--- config.mk ---
export PLATFORM = sky130hd
export DESIGN_NAME = periodic_tick_timer_table
export DESIGN_NICKNAME = d
export VERILOG_FILES = /design/src/sv/ptt_pkg.sv /design/src/sv/ptt_cell.sv /design/src/sv/periodic_tick_timer_table.sv
export SDC_FILE = /design/constraint.sdc
export NUM_CORES = 1
export LEC_CHECK = 0
export ABC_AREA = 1
export BUFFER_PORTS_ARGS = -buffer_cell sky130_fd_sc_hd__buf_2
export CAP_MARGIN = 10
export CORE_MARGIN = 5
export CORE_UTILIZATION = 40
export DETAILED_ROUTE_END_ITERATION = 10
export GPL_ROUTABILITY_DRIVEN = 0
export GPL_TIMING_DRIVEN = 0
export SYNTH_ARGS = -nofsm -noshare
export SYNTH_HDL_FRONTEND = slang
export SYNTH_SLANG_ARGS = --single-unit
--- constraint.sdc ---
create_clock -name clk -period 5.4 [get_ports clk]
set_input_delay 1.35 -clock clk [delete_from_list [all_inputs] [get_ports clk]]
set_output_delay 1.35 -clock clk [all_outputs]
set_load 0.01 [all_outputs]
--- src/sv/ptt_pkg.sv ---
// ============================================================================
// ptt_pkg - shared types and constants for the periodic tick timer table
// Command and result structs, the token that walks the cell chain, and the
// kind and event codes.
// ============================================================================
`default_nettype none

package ptt_pkg;

	// table geometry
	localparam int NUM_SLOTS   = 16;
	localparam int PERIOD_BITS = 16;
	localparam int SLOT_BITS   = (NUM_SLOTS > 1) ? $clog2(NUM_SLOTS) : 1;
	// width used to compare the 4-bit slot field against a cell index
	localparam int CMP_BITS    = (SLOT_BITS > 4) ? SLOT_BITS : 4;

	// command kinds
	localparam logic [1:0] KIND_TICK  = 2'd0;
	localparam logic [1:0] KIND_REG   = 2'd1;
	localparam logic [1:0] KIND_UNREG = 2'd2;
	localparam logic [1:0] KIND_CLEAR = 2'd3;

	// result events
	localparam logic [2:0] EV_FIRED       = 3'd0;
	localparam logic [2:0] EV_REGISTERED  = 3'd1;
	localparam logic [2:0] EV_REJECTED    = 3'd2;
	localparam logic [2:0] EV_UNREGISTERED = 3'd3;
	localparam logic [2:0] EV_UNREG_EMPTY = 3'd4;

	// input transfer
	typedef struct packed {
		logic [1:0]  kind;
		logic [15:0] period;
		logic [3:0]  slot;
	} cmd_t;

	// output transfer
	typedef struct packed {
		logic [2:0] event_res;
		logic [3:0] slot_index;
		logic       last_of_run;
	} res_t;

	// command token handed from cell to cell
	typedef struct packed {
		logic                   active;
		logic [1:0]             kind;
		logic [PERIOD_BITS-1:0] period;
		logic [3:0]             slot;
		logic [SLOT_BITS-1:0]   idx;
		logic                   found;
		logic [SLOT_BITS-1:0]   found_idx;
	} token_t;

	// firing report of one cell
	typedef struct packed {
		logic                 fire;
		logic [SLOT_BITS-1:0] idx;
	} cell_fire_t;

endpackage

`default_nettype wire

--- src/sv/ptt_cell.sv ---
// ============================================================================
// ptt_cell - one timer slot of the chain
// Holds valid, period and count of one slot, acts on the command token as it
// passes and hands the token on to the next cell through its token register.
// ============================================================================
`default_nettype none

module ptt_cell (
	input  wire logic               clk,
	input  wire logic               arst_n,
	input  wire logic               clear,
	input  wire ptt_pkg::token_t    tok_in,
	output ptt_pkg::token_t         tok_out,
	output ptt_pkg::cell_fire_t     fire
);

	logic                            valid_q;
	logic [ptt_pkg::PERIOD_BITS-1:0] period_q;
	logic [ptt_pkg::PERIOD_BITS-1:0] count_q;
	ptt_pkg::token_t                 tok_q;
	ptt_pkg::cell_fire_t             fire_q;

	ptt_pkg::token_t                 tok_d;
	logic                            take;
	logic                            drop;
	logic                            step;
	logic                            fire_now;
	logic                            match_here;

	// decide what this cell does with the passing token
	always_comb begin
		tok_d      = tok_in;
		tok_d.idx  = ptt_pkg::SLOT_BITS'(tok_in.idx + 1'b1);
		take       = 1'b0;
		drop       = 1'b0;
		step       = 1'b0;
		fire_now   = 1'b0;
		match_here = (ptt_pkg::CMP_BITS'(tok_in.slot) == ptt_pkg::CMP_BITS'(tok_in.idx));
		if (tok_in.active) begin
			unique case (tok_in.kind)
				ptt_pkg::KIND_TICK: begin
					if (valid_q) begin
						step     = 1'b1;
						fire_now = (count_q == period_q);
					end
				end
				ptt_pkg::KIND_REG: begin
					if (!tok_in.found && !valid_q && (tok_in.period != '0)) begin
						take            = 1'b1;
						tok_d.found     = 1'b1;
						tok_d.found_idx = tok_in.idx;
					end
				end
				ptt_pkg::KIND_UNREG: begin
					if (match_here && valid_q) begin
						drop        = 1'b1;
						tok_d.found = 1'b1;
					end
				end
				ptt_pkg::KIND_CLEAR: begin
				end
			endcase
		end
	end

	// valid mark, token and firing report
	always_ff @(posedge clk or negedge arst_n) begin
		if (!arst_n) begin
			valid_q <= 1'b0;
			tok_q   <= '0;
			fire_q  <= '0;
		end else begin
			if (clear || drop)
				valid_q <= 1'b0;
			else if (take)
				valid_q <= 1'b1;
			tok_q       <= tok_d;
			fire_q.fire <= fire_now;
			fire_q.idx  <= tok_in.idx;
		end
	end

	// period and count
	always_ff @(posedge clk) begin
		if (take) begin
			period_q <= tok_in.period;
			count_q  <= '0;
		end else if (step) begin
			if (fire_now)
				count_q <= '0;
			else
				count_q <= ptt_pkg::PERIOD_BITS'(count_q + 1'b1);
		end
	end

	assign tok_out = tok_q;
	assign fire    = fire_q;

endmodule

`default_nettype wire

--- src/sv/periodic_tick_timer_table.sv ---
// ============================================================================
// periodic_tick_timer_table - table of periodic timers in a chain of cells
// Commands enter through start/busy; results leave on a one-cycle strobe.
// ============================================================================
// Usage:
//   A command transfer happens at a clock edge with start high and busy low.
//   Kinds: tick, register timer, unregister slot, clear all slots.
//   Clear takes effect at its transfer edge, gives no result and leaves busy
//   low. Every other command raises busy and walks a token through the row
//   of NUM_SLOTS cells, one cell per cycle; each cell acts on its own slot.
//   Results appear on result with strobe high for exactly one cycle and are
//   taken at the end of that cycle; the receiver cannot stall them.
//   Register and unregister give one result, registered after the token
//   leaves the last cell. A tick gives one result per firing slot, in
//   ascending slot order, at most one per cycle, the last one marked by
//   last_of_run; the final result is registered after the token leaves
//   the last cell. busy falls with the final result, so the length of a
//   command is set by the token walk through the cell chain.
//   Reset empties the table and drops any command in flight.
// ============================================================================
`default_nettype none

module periodic_tick_timer_table (
	input  wire logic          clk,
	input  wire logic          arst_n,
	input  wire logic          start,
	output logic               busy,
	input  wire ptt_pkg::cmd_t cmd,
	output logic               strobe,
	output ptt_pkg::res_t      result
);

	ptt_pkg::token_t     tok_s0;
	ptt_pkg::token_t     tok_chain [ptt_pkg::NUM_SLOTS+1];
	ptt_pkg::cell_fire_t fires [ptt_pkg::NUM_SLOTS];
	ptt_pkg::token_t     done_q;

	logic                          busy_q;
	logic                          pend_valid_q;
	logic [ptt_pkg::SLOT_BITS-1:0] pend_idx_q;
	logic                          strobe_q;
	ptt_pkg::res_t                 result_q;

	logic                          accept;
	logic                          clear_all;
	logic                          fire_any;
	logic [ptt_pkg::SLOT_BITS-1:0] fire_idx;
	logic                          busy_d;
	logic                          pend_valid_d;
	logic [ptt_pkg::SLOT_BITS-1:0] pend_idx_d;
	logic                          strobe_d;
	ptt_pkg::res_t                 result_d;
	ptt_pkg::token_t               launch_d;

	assign accept    = start && !busy_q;
	assign clear_all = accept && (cmd.kind == ptt_pkg::KIND_CLEAR);

	// token injected into the first cell
	always_comb begin
		launch_d           = '0;
		launch_d.active    = accept && (cmd.kind != ptt_pkg::KIND_CLEAR);
		launch_d.kind      = cmd.kind;
		launch_d.period    = ptt_pkg::PERIOD_BITS'(cmd.period);
		launch_d.slot      = cmd.slot;
	end

	assign tok_chain[0] = tok_s0;

	// row of slot cells
	for (genvar i = 0; i < ptt_pkg::NUM_SLOTS; i++) begin : g_cell
		ptt_cell u_cell (
			.clk     (clk),
			.arst_n  (arst_n),
			.clear   (clear_all),
			.tok_in  (tok_chain[i]),
			.tok_out (tok_chain[i+1]),
			.fire    (fires[i])
		);
	end

	// at most one cell reports a firing per cycle
	always_comb begin
		fire_any = 1'b0;
		fire_idx = '0;
		for (int i = 0; i < ptt_pkg::NUM_SLOTS; i++) begin
			fire_any = fire_any | fires[i].fire;
			fire_idx = fire_idx | (fires[i].fire ? fires[i].idx : '0);
		end
	end

	// result sequencing: each firing is held pending so the last is known
	always_comb begin
		busy_d       = busy_q;
		pend_valid_d = pend_valid_q;
		pend_idx_d   = pend_idx_q;
		strobe_d     = 1'b0;
		result_d     = '0;
		if (accept && (cmd.kind != ptt_pkg::KIND_CLEAR))
			busy_d = 1'b1;
		if (fire_any) begin
			if (pend_valid_q) begin
				strobe_d            = 1'b1;
				result_d.event_res  = ptt_pkg::EV_FIRED;
				result_d.slot_index = 4'(pend_idx_q);
			end
			pend_valid_d = 1'b1;
			pend_idx_d   = fire_idx;
		end
		if (done_q.active) begin
			busy_d = 1'b0;
			unique case (done_q.kind)
				ptt_pkg::KIND_TICK: begin
					if (pend_valid_q) begin
						strobe_d             = 1'b1;
						result_d.event_res   = ptt_pkg::EV_FIRED;
						result_d.slot_index  = 4'(pend_idx_q);
						result_d.last_of_run = 1'b1;
					end
					pend_valid_d = 1'b0;
				end
				ptt_pkg::KIND_REG: begin
					strobe_d             = 1'b1;
					result_d.last_of_run = 1'b1;
					if (done_q.found) begin
						result_d.event_res  = ptt_pkg::EV_REGISTERED;
						result_d.slot_index = 4'(done_q.found_idx);
					end else begin
						result_d.event_res  = ptt_pkg::EV_REJECTED;
						result_d.slot_index = '0;
					end
				end
				ptt_pkg::KIND_UNREG: begin
					strobe_d             = 1'b1;
					result_d.last_of_run = 1'b1;
					result_d.slot_index  = done_q.slot;
					result_d.event_res   = done_q.found ? ptt_pkg::EV_UNREGISTERED
					                                    : ptt_pkg::EV_UNREG_EMPTY;
				end
				ptt_pkg::KIND_CLEAR: begin
				end
			endcase
		end
	end

	// control registers
	always_ff @(posedge clk or negedge arst_n) begin
		if (!arst_n) begin
			tok_s0       <= '0;
			done_q       <= '0;
			busy_q       <= 1'b0;
			pend_valid_q <= 1'b0;
			strobe_q     <= 1'b0;
		end else begin
			tok_s0       <= launch_d;
			done_q       <= tok_chain[ptt_pkg::NUM_SLOTS];
			busy_q       <= busy_d;
			pend_valid_q <= pend_valid_d;
			strobe_q     <= strobe_d;
		end
	end

	// payload registers
	always_ff @(posedge clk) begin
		pend_idx_q <= pend_idx_d;
		result_q   <= result_d;
	end

	assign busy   = busy_q;
	assign strobe = strobe_q;
	assign result = result_q;

endmodule

`default_nettype wire
After elaboration in Yosys (flattened, before gate mapping):

Index checks and enable logic that the tools add are counted.

* bits in latches: 0
* bits in read-only memories: 0
* memories kept: 0
* word-level logic and storage cells: 832
* bits in registers: 1140
* input port bits: 25
* RAM bits: 0
* output and inout bits: 10

* multipliers: 0
* $add $sub $neg: 30
* equality and inequality tests: 67
* reduce and logical (&&, ||, !) cells: 150
* bitwise gates (word level): 29
* shifts and indexed selects: 0
* $lt $le $gt $ge: 0
* divide/modulo/power cells: 0
* mux-type cells: 351

Operators by type and width (number)
* $add 16x1->16 const B: 16
* $eq 16x16->1: 16
* $mux 16: 16
* $reduce_bool 16->1: 16
* $mux 1: 249
* $mux 5: 32
* $mux 4: 32
* $eq 4x4->1: 14
* $add 4x1->4 const B: 13
* $or 4x4->4: 13
* $logic_and 1x1->1: 50
* $eq 2x2->1 const B: 18
* $eq 2x1->1 const B: 17
* $logic_not 2->1: 17
* $pmux 1 s2: 17
* $reduce_bool 2->1: 17
* $logic_not 1->1: 32
* $pmux 8 s3: 1
* $logic_or 1x1->1: 16
* $mux 8: 2
* $or 1x1->1: 15
* $mux 6: 1
* $eq 4x1->1: 1
* $logic_not 4->1: 1
* 5 further kinds: 5

Logic depth before layout (Yosys ltp):

Gate-level depths: netlist of run 1.

* depth after elaboration: 19
* gate-level depth with buffers: 11

Modules after synthesis:

Synthesis of run 1 repeated with hierarchy kept, for this count alone.

* cell total of the unflattened synthesis: 4813
* area total of the unflattened synthesis: 48246.3 µm²

Modules (own cells, without submodules)
* ptt_cell (g_cell[0].u_cell ...): seq. area each 1751.7 µm², cells each 288, instances 12, area an instance 2909.0 µm²
* ptt_cell (g_cell[9].u_cell): seq. area each 1751.7 µm², cells each 287, instances 1, area an instance 2901.5 µm²
* ptt_cell (g_cell[13].u_cell): seq. area each 1751.7 µm², cells each 282, instances 1, area an instance 2813.9 µm²
* ptt_cell (g_cell[7].u_cell): seq. area each 1751.7 µm², cells each 278, instances 1, area an instance 2810.2 µm²
* ptt_cell (g_cell[8].u_cell): seq. area each 1751.7 µm², cells each 279, instances 1, area an instance 2791.4 µm²
* periodic_tick_timer_table: seq. area each 1231.2 µm², cells each 231, instances 1, area an instance 2020.7 µm²

Worst setup path before layout of run 1:

Ideal clock, no wire load.

* path kind: register -> register
* from: reg g_cell[11].u_cell.tok_q, in the netlist g_cell[11].u_cell.tok_out[30]
* to: reg g_cell[12].u_cell.count_q[6] (netlist name)
* path slack: 3.174 ns
* data required time: 5.283 ns
* period minus slack after synthesis: 2.226 ns
* data arrival time: 2.109 ns
* path buffers: 1
* stages on the path, launching flop included: 11
* cells stage by stage: dfrtp_1 inv_1 ha_1 inv_1 nor2_1 nand2_1 nor2_1 inv_2 nand2_2 buf_6 nor2_1

RTL lines
* start, declared: line ptt_cell.sv:20 `ptt_pkg::token_t tok_q;`
* start signal, assigned: line ptt_cell.sv:77 `tok_q <= tok_d;`
* $eq 2x1->1: line ptt_cell.sv:40 `unique case (tok_in.kind)`
* $mux 1: line ptt_cell.sv:40
* $mux 1: line ptt_cell.sv:39 `if (tok_in.active) begin`
* via g_cell[12].u_cell.take: line ptt_cell.sv:24 `logic take;`
* end signal, assigned: line ptt_cell.sv:92 `count_q <= ptt_pkg::PERIOD_BITS'(count_q + 1'b1);`
* end, declared: line ptt_cell.sv:19 `logic [ptt_pkg::PERIOD_BITS-1:0] count_q;`

The timed path passes the listed nets, and every way through them passes these cells.
A chain may end at the register's enable or synchronous reset.

Final worst setup path of run 1:

* from: reg strobe_q (netlist: strobe)
* to: out strobe

RTL lines
* start, declared: line periodic_tick_timer_table.sv:41 `logic strobe_q;`
* start signal, assigned: line periodic_tick_timer_table.sv:158 `strobe_q <= strobe_d;`
* end, declared: line periodic_tick_timer_table.sv:29 `output logic strobe,`

No word-level cell between the ends.

==> results of run 1 <==
cells by family (layout without fill, tap and decap cells):
logic type	count (synthesis)	in the layout	synth area share
other cells	1	1	0.0000830
fa+ha+maj	81	81	0.0224
compound gates	226	226	0.0284
buf+inv	572	825	0.0501
simple gates	2247	2247	0.214
flops	1123	1123	0.622
xor+xnor	325	325	0.0630
placed cells by master, fill, tap and decap left out, types with 10 or more instances in the layout:
cell	count
buf_2	42
nand4_1	61
dfrtp_1	599
nand3b_1	12
clkbuf_8	16
edfxtp_1	260
buf_6	10
inv_1	529
xor2_1	249
nor2_2	21
nor3_1	54
o21ai_0	117
nor3b_1	18
or2_2	17
nand3_4	12
nand3_1	224
dfxtp_1	264
nand2_1	1003
clkbuf_1	27
clkbuf_16	115
ha_1	81
xnor2_1	76
clkinv_2	12
nor2_4	13
nor3_2	15
a22o_1	12
nor2_1	752
a21oi_1	51
nand2_2	16
bufinv_16	16
worst register-to-register path: cells and delay by family (launching register included):
| family | cells | cell delay, ns |
|---|---|---|
| buffers and inverters | 4 | 0.69 |
| flip-flops | 1 | 0.41 |
| adder cells (fa/ha/maj) | 1 | 0.16 |
| AND/OR/NAND/NOR | 5 | 1.20 |
flip-flops by register name, summed over array words and instances (netlist names):
name	count
done_q	12
busy	1
g_cell.u_cell.valid_q	16
pend_idx_q	4
g_cell.u_cell.fire	70
g_cell.u_cell.period_q	256
result	8
g_cell.u_cell.tok_out	475
g_cell.u_cell.count_q	256
pend_valid_q	1
tok_chain	23
strobe	1
routing by layer:
layer	GRT usage	vias up	wire, um	part of all wire
met2	0.253	390	43400	0.47
met4	0.0444	0	2450	0.027
met5	0	-	0	0
met1	0.212	13900	43100	0.47
met3	0.0244	165	3220	0.035
li1	-	14800	-	-
cell type report:
cell class                 count  area share
sequential                  1123       0.546
multi-input combinational   2880       0.289
clock buffer                 152      0.0618
inverter                     537      0.0392
tap                         1500      0.0365
clock inverter                60      0.0158
timing repair buffer          41     0.00686
buffer                        35     0.00477
stage by stage:
step	util	cells	setup slack [ns]	total power, W	TNS, ns
after detailed placement	0.422	6116	2.04	0.0100	0
after CTS	0.458	6328	2.65	0.0183	0
after global placement	0.420	6109	-9.29	0.0100	-5518.02
after global routing	0.458	6328	2.56	0.0188	0
final	0.458	6328	2.70	0.0181	0
after floorplan	-	4575	3.17	0.00970	0
power groups by stage:
stage,logic (W),registers (W),clock network [W]
6_report,0.000479,0.00939,0.00821
2_1_floorplan,0.000308,0.00939,0
4_1_cts,0.000492,0.00940,0.00842
5_1_grt,0.000563,0.00943,0.00877
3_3_place_gp,0.000452,0.00956,0
3_5_place_dp,0.000485,0.00956,0
path summary, 6_finish.rpt:
kind	start	to	slack, ns	cells after the start
setup / recovery	strobe	strobe	2.70	1
hold / removal	g_cell[15].u_cell.tok_out[3]	done_q[3]	0.35	0
setup reg to reg	g_cell[10].u_cell.tok_out[30]	g_cell[11].u_cell.count_q[14]	2.83	10
hold reg to reg	g_cell[15].u_cell.tok_out[3]	done_q[3]	0.35	0
max in group asynchronous	arst_n	g_cell[10].u_cell.tok_out[25]	2.88	5
min in group asynchronous	arst_n	g_cell[7].u_cell.tok_out[27]	0.53	1
==> out/results.tsv, run 1 <==
metric	value	unit
remaining_drc_errors	0	
hold_buffers	0	
fmax	370	MHz
clk_pin_slew	0.06	ns
leakage	23.5	nW
start_util	0.402	
avgRoutedWirePerCell	14.6	um
drtIter0Drc	1861	
ctsHtreeMaxLevel	3	
worstSetupPathType	register to output pin	
cp.required	4.05	ns
clockRootBuffer	clkbuf_16	
die_y	346	um
areaGrowthSynthToFinish	13.8	%
whs	0.348	ns
yosys.area.top_type_share	0.332	
max-cap-violations	0	
max-clock-path-buffers	3	
io_buffers	34	
power_frac_comb	0.027	
yosysSeqAreaShare	0.622	
nets	4835	
synth_area	45200	sq um
first_pass_iters	7	
ys_ff_latch	1123	
multi_input_area	14800	sq um
tightest_slew	1.01	ns
netlist_top_cells_count	nand2_1 (1003), nor2_1 (753), dfrtp_1 (599)	
synth_edf_count	260	
slew_headroom	0.329	
layout-drive-gt1-share	0.0768	
synth_cells	4575	
synth_largest_area_cell	dfrtp_1	
regArea	28100	sq um
synth.most_common_cell	nand2_1	
cpLargestDelayFamily	flip-flops	
rows	123	
tritoncts	built	
first_global_vias	28500	
hold_class	register to register	
cts-resized-gates	0	
grt_overflow_total	0	
n_fill_cell	10500	
grt_pass1_wl	151000	um
track_usage	0.154	
slew_violations	0	
final_hold_viol_count	0	
crit_chain	buf_2	
vias_per_cell	4.62	
power_density	352	nW/um^2
grt_max_degree	125	
die_w	346	um
rsz0062_at_grt	false	
clockPowerShare	0.454	
cp_slowest_cell	dfrtp_1	
fin_crit_sh	0.500	
internal-power	0.0141	W
synth.avg_cell_area	9.88	sq um
start_kind	register	
outcome	complete, no violations	
synth_fp_nets	4681	
async_flop_share	0.533	
cts_setup_buffers	0	
fin_crit	2.70	ns
arrival	1.35	ns
synth_area_leaders	dfrtp_1 (33%), edfxtp_1 (17%), dfxtp_1 (12%), nand2_1 (8.3%), nor2_1 (6.3%)	
wl	92100	um
pin_count	35	
final_antenna_net_count	0	
place_area	47400	sq um
setup_viol	0	
clock_latency	0.69	ns
clock_skew	0.0307	ns
synthFlopType	dfrtp_1	
cts.sinks	1123	
vias	29200	
fin_area	51400	sq um
antenna_found_initial	2	
worst-path-buf-inv	1	
slowest_delay	0.48	ns
switching_share	0.219	
coreArea	112000	sq um
dp_hpwl	67000	um
yosys_warnings	0	
cp_max_fo	1	
p_seq_frac	0.519	
p_switching	0.00395	W
cts_buffers	111	
antennaDiodeCount	0	
synth.distinct_cells	53	
peakVddDrop	277	uV
die_area	120000	sq um
endpoint_kind	output pin	
Power figures use the tool's default switching activity.
==> run 2, diff against run 1 <==
--- a/config.mk
+++ b/config.mk
@@ -5,7 +5,7 @@
 export SDC_FILE = /design/constraint.sdc
 export NUM_CORES = 1
 export LEC_CHECK = 0
-export ABC_AREA = 1
+export ABC_AREA = 0
 export BUFFER_PORTS_ARGS = -buffer_cell sky130_fd_sc_hd__buf_2
 export CAP_MARGIN = 10
 export CORE_MARGIN = 5
==> constraint.sdc (replaced) <==
create_clock -name clk -period 2.8 [get_ports clk]
set_input_delay 0.7 -clock clk [delete_from_list [all_inputs] [get_ports clk]]
set_output_delay 0.7 -clock clk [all_outputs]
set_load 0.01 [all_outputs]
==> out/results.tsv, run 2 <==
metric	value	unit	change
synth.distinct_cells	62		+17%
yosys.area.top_type_share	0.361		+0.0289
coreArea	103000	sq um	-8.0%
antenna_found_initial	0		-2
async_flop_share	0.533		unchanged
setup_viol	0		unchanged
fmax	389	MHz	
die_area	110000	sq um	-7.8%
start_kind	register		
tns	0	ns	unchanged
cp.required	3.11	ns	-0.94 ns
slowest_delay	0.60	ns	+0.12 ns
crit_chain	nor4_1, a41oi_1, nand3b_1, clkinvlp_4		
whs	0.117	ns	-0.230 ns
synth.most_common_cell	dfrtp_1		
synth.avg_cell_area	13.1	sq um	+33%
synth_area	41600	sq um	-8.0%
regArea	28100	sq um	unchanged
cts_buffers	110		-0.90%
fin_crit	2.57	ns	
p_seq_frac	0.531		+0.012
track_usage	0.149		-0.00469
die_y	332	um	-4.0%
max-clock-path-buffers	3		unchanged
clock_latency	0.68	ns	about the same
synth_largest_area_cell	dfrtp_1		
grt_overflow_total	0		unchanged
internal-power	0.0281	W	+99%
peakVddDrop	549	uV	+98%
vias_per_cell	4.86		+5.3%
ctsHtreeMaxLevel	3		unchanged
synthFlopType	dfrtp_1		
outcome	complete, no violations		
leakage	19.1	nW	-19%
switching_share	0.239		+0.0207
final_cell_mix	dfrtp_1 (599), nor2_1 (293), xor2_1 (281)		
tightest_slew	1.14	ns	+0.134 ns
timing.rr.start	g_cell[13].u_cell.tok_out[23]		
start_util	0.402		about the same
antennaDiodeCount	0		unchanged
io_buffers	34		unchanged
drtIter0Drc	1537		-17%
final_hold_viol_count	0		unchanged
worstSetupPathType	register to register		
vias	23300		-20%
grt_max_degree	127		+1.6%
tritoncts	built		
netlist_top_cells_count	dfrtp_1 (599), nor2_1 (293), xor2_1 (281)		
power_frac_comb	0.059		+0.032
arrival	2.87	ns	+1.52 ns
slew_headroom	0.233		-0.0966
first_pass_iters	5		-2
synth_cells	3161		-31%
layout-drive-gt1-share	0.0977		+0.0208
clockRootBuffer	clkbuf_16		
areaGrowthSynthToFinish	14.2	%	
cts.sinks	1123		unchanged
endpoint_kind	register		
largest_register_ffs	475		unchanged
clockPowerShare	0.410		-0.044
worst-path-buf-inv	1		unchanged
slew_violations	0		unchanged
mostFrequentLayoutCell	dfrtp_1		
n_fill_cell	9302		-11%
avgRoutedWirePerCell	17.2	um	+18%
clk_pin_slew	0.06	ns	about the same
synth_edf_count	260		unchanged
pin_count	35		unchanged
cpLargestDelayFamily	simple AND/OR/NAND/NOR gates		
cp_slowest_cell	nand3b_1		
nets	3420		-29%
cp_max_fo	16		+15
hold_class	input pin to register		
power_density	779	nW/um^2	+120%
clock_skew	0.0268	ns	-0.00387 ns
synth_fp_nets	3267		-30%
wl	82300	um	-11%
synth_area_leaders	dfrtp_1 (36%), edfxtp_1 (19%), dfxtp_1 (13%), xor2_1 (5.9%), xnor2_1 (5.6%)		
dp_hpwl	57900	um	-14%
hold_path.startpoint	cmd[13]		
first_global_vias	23700		-17%
die_w	332	um	-4.0%
yosys_warnings	0		unchanged
grt_pass1_wl	133000	um	-12%
p_switching	0.00885	W	+120%
ys_ff_latch	1123		unchanged
yosysSeqAreaShare	0.676		+0.0541
max-cap-violations	0		unchanged
rsz0062_at_grt	false		
multi_input_area	12900	sq um	-13%
remaining_drc_errors	0		unchanged
final_antenna_net_count	0		unchanged
fin_crit_sh	0.917		
rows	118		-4.1%
crit_start	g_cell[13].u_cell.tok_out[23]		
run 2: kinds of logic (layout without fill, tap and decap cells):
| kind of cell | after synthesis | count (layout) | share of synthesized area |
|---|---|---|---|
| DFF | 1123 | 1123 | 0.676 |
| buffers and inverters | 155 | 403 | 0.0150 |
| adders and majority gates | 81 | 81 | 0.0244 |
| and+or+nand+nor | 1038 | 1038 | 0.126 |
| muxes | 36 | 36 | 0.00972 |
| AOI/OAI and AO/OA | 179 | 179 | 0.0341 |
| xor gates and xnor gates | 548 | 548 | 0.115 |
| other | 1 | 1 | 0.0000902 |
run 2: cell type report:
cell class | instances | share of cell area
inverter | 119 | 0.00957
multi-input combinational | 1883 | 0.271
buffer | 36 | 0.00374
clock buffer | 162 | 0.0692
clock inverter | 45 | 0.0117
tap | 1380 | 0.0364
timing repair buffer | 41 | 0.00706
sequential | 1123 | 0.592
run 2: worst paths after layout:
| kind | slack (ns) | cells past startpoint | endpoint |
|---|---|---|---|
| setup / recovery | 0.23 | 4 | g_cell[14].u_cell.period_q[8] |
| hold / removal | 0.12 | 1 | tok_chain[534] |
| setup reg to reg | 0.23 | 4 | g_cell[14].u_cell.period_q[8] |
| hold reg to reg | 0.35 | 0 | done_q[1] |
| max in group asynchronous | 0.93 | 4 | g_cell[14].u_cell.tok_out[22] |
| min in group asynchronous | 0.53 | 2 | g_cell[5].u_cell.tok_out[26] |
run 2: stage by stage:
step | std cells | cell area (sq um) | worst slack [ns] | total power, W | util
after floorplan | 3161 | 41600 | 0.863 | 0.0209 | -
after global placement | 4575 | 43500 | -11.10 | 0.0221 | 0.421
after detailed placement | 4580 | 43600 | 0.134 | 0.0221 | 0.422
after CTS | 4788 | 47500 | 0.115 | 0.0374 | 0.459
after global routing | 4789 | 47500 | 0.0464 | 0.0386 | 0.459
final | 4789 | 47500 | 0.232 | 0.0370 | 0.459
run 2: worst register-to-register path, stage by stage (launching register included):
cell and delay, ns:
dfrtp_1 0.45, nor4_1 0.33, a41oi_1 0.23, nand3b_1 0.60, clkinvlp_4 0.58
run 2: per-layer routing:
metal	part of all wire	track usage	wire, um	vias to the layer above
met5	0	0	0	-
met4	0.018	0.0346	1510	0
met3	0.034	0.0246	2830	113
met2	0.47	0.241	38900	341
met1	0.47	0.214	39000	11500
li1	-	-	-	11300
run 2: timing repair:
item | in CTS | in global routing
setup endpoints to repair | 0 | 32
resized for setup | 0 | 2
setup buffers | 0 | 1
hold buffers | 1 | 0
hold endpoints to repair | 40 | 0
run 2: power groups by stage:
stage	sequential, W	clock, W	combinational [W]
after global routing	0.0198	0.0163	0.00251
final	0.0196	0.0152	0.00219
after floorplan	0.0194	0	0.00159
after detailed placement	0.0199	0	0.00220
after CTS	0.0196	0.0156	0.00223
after global placement	0.0199	0	0.00213
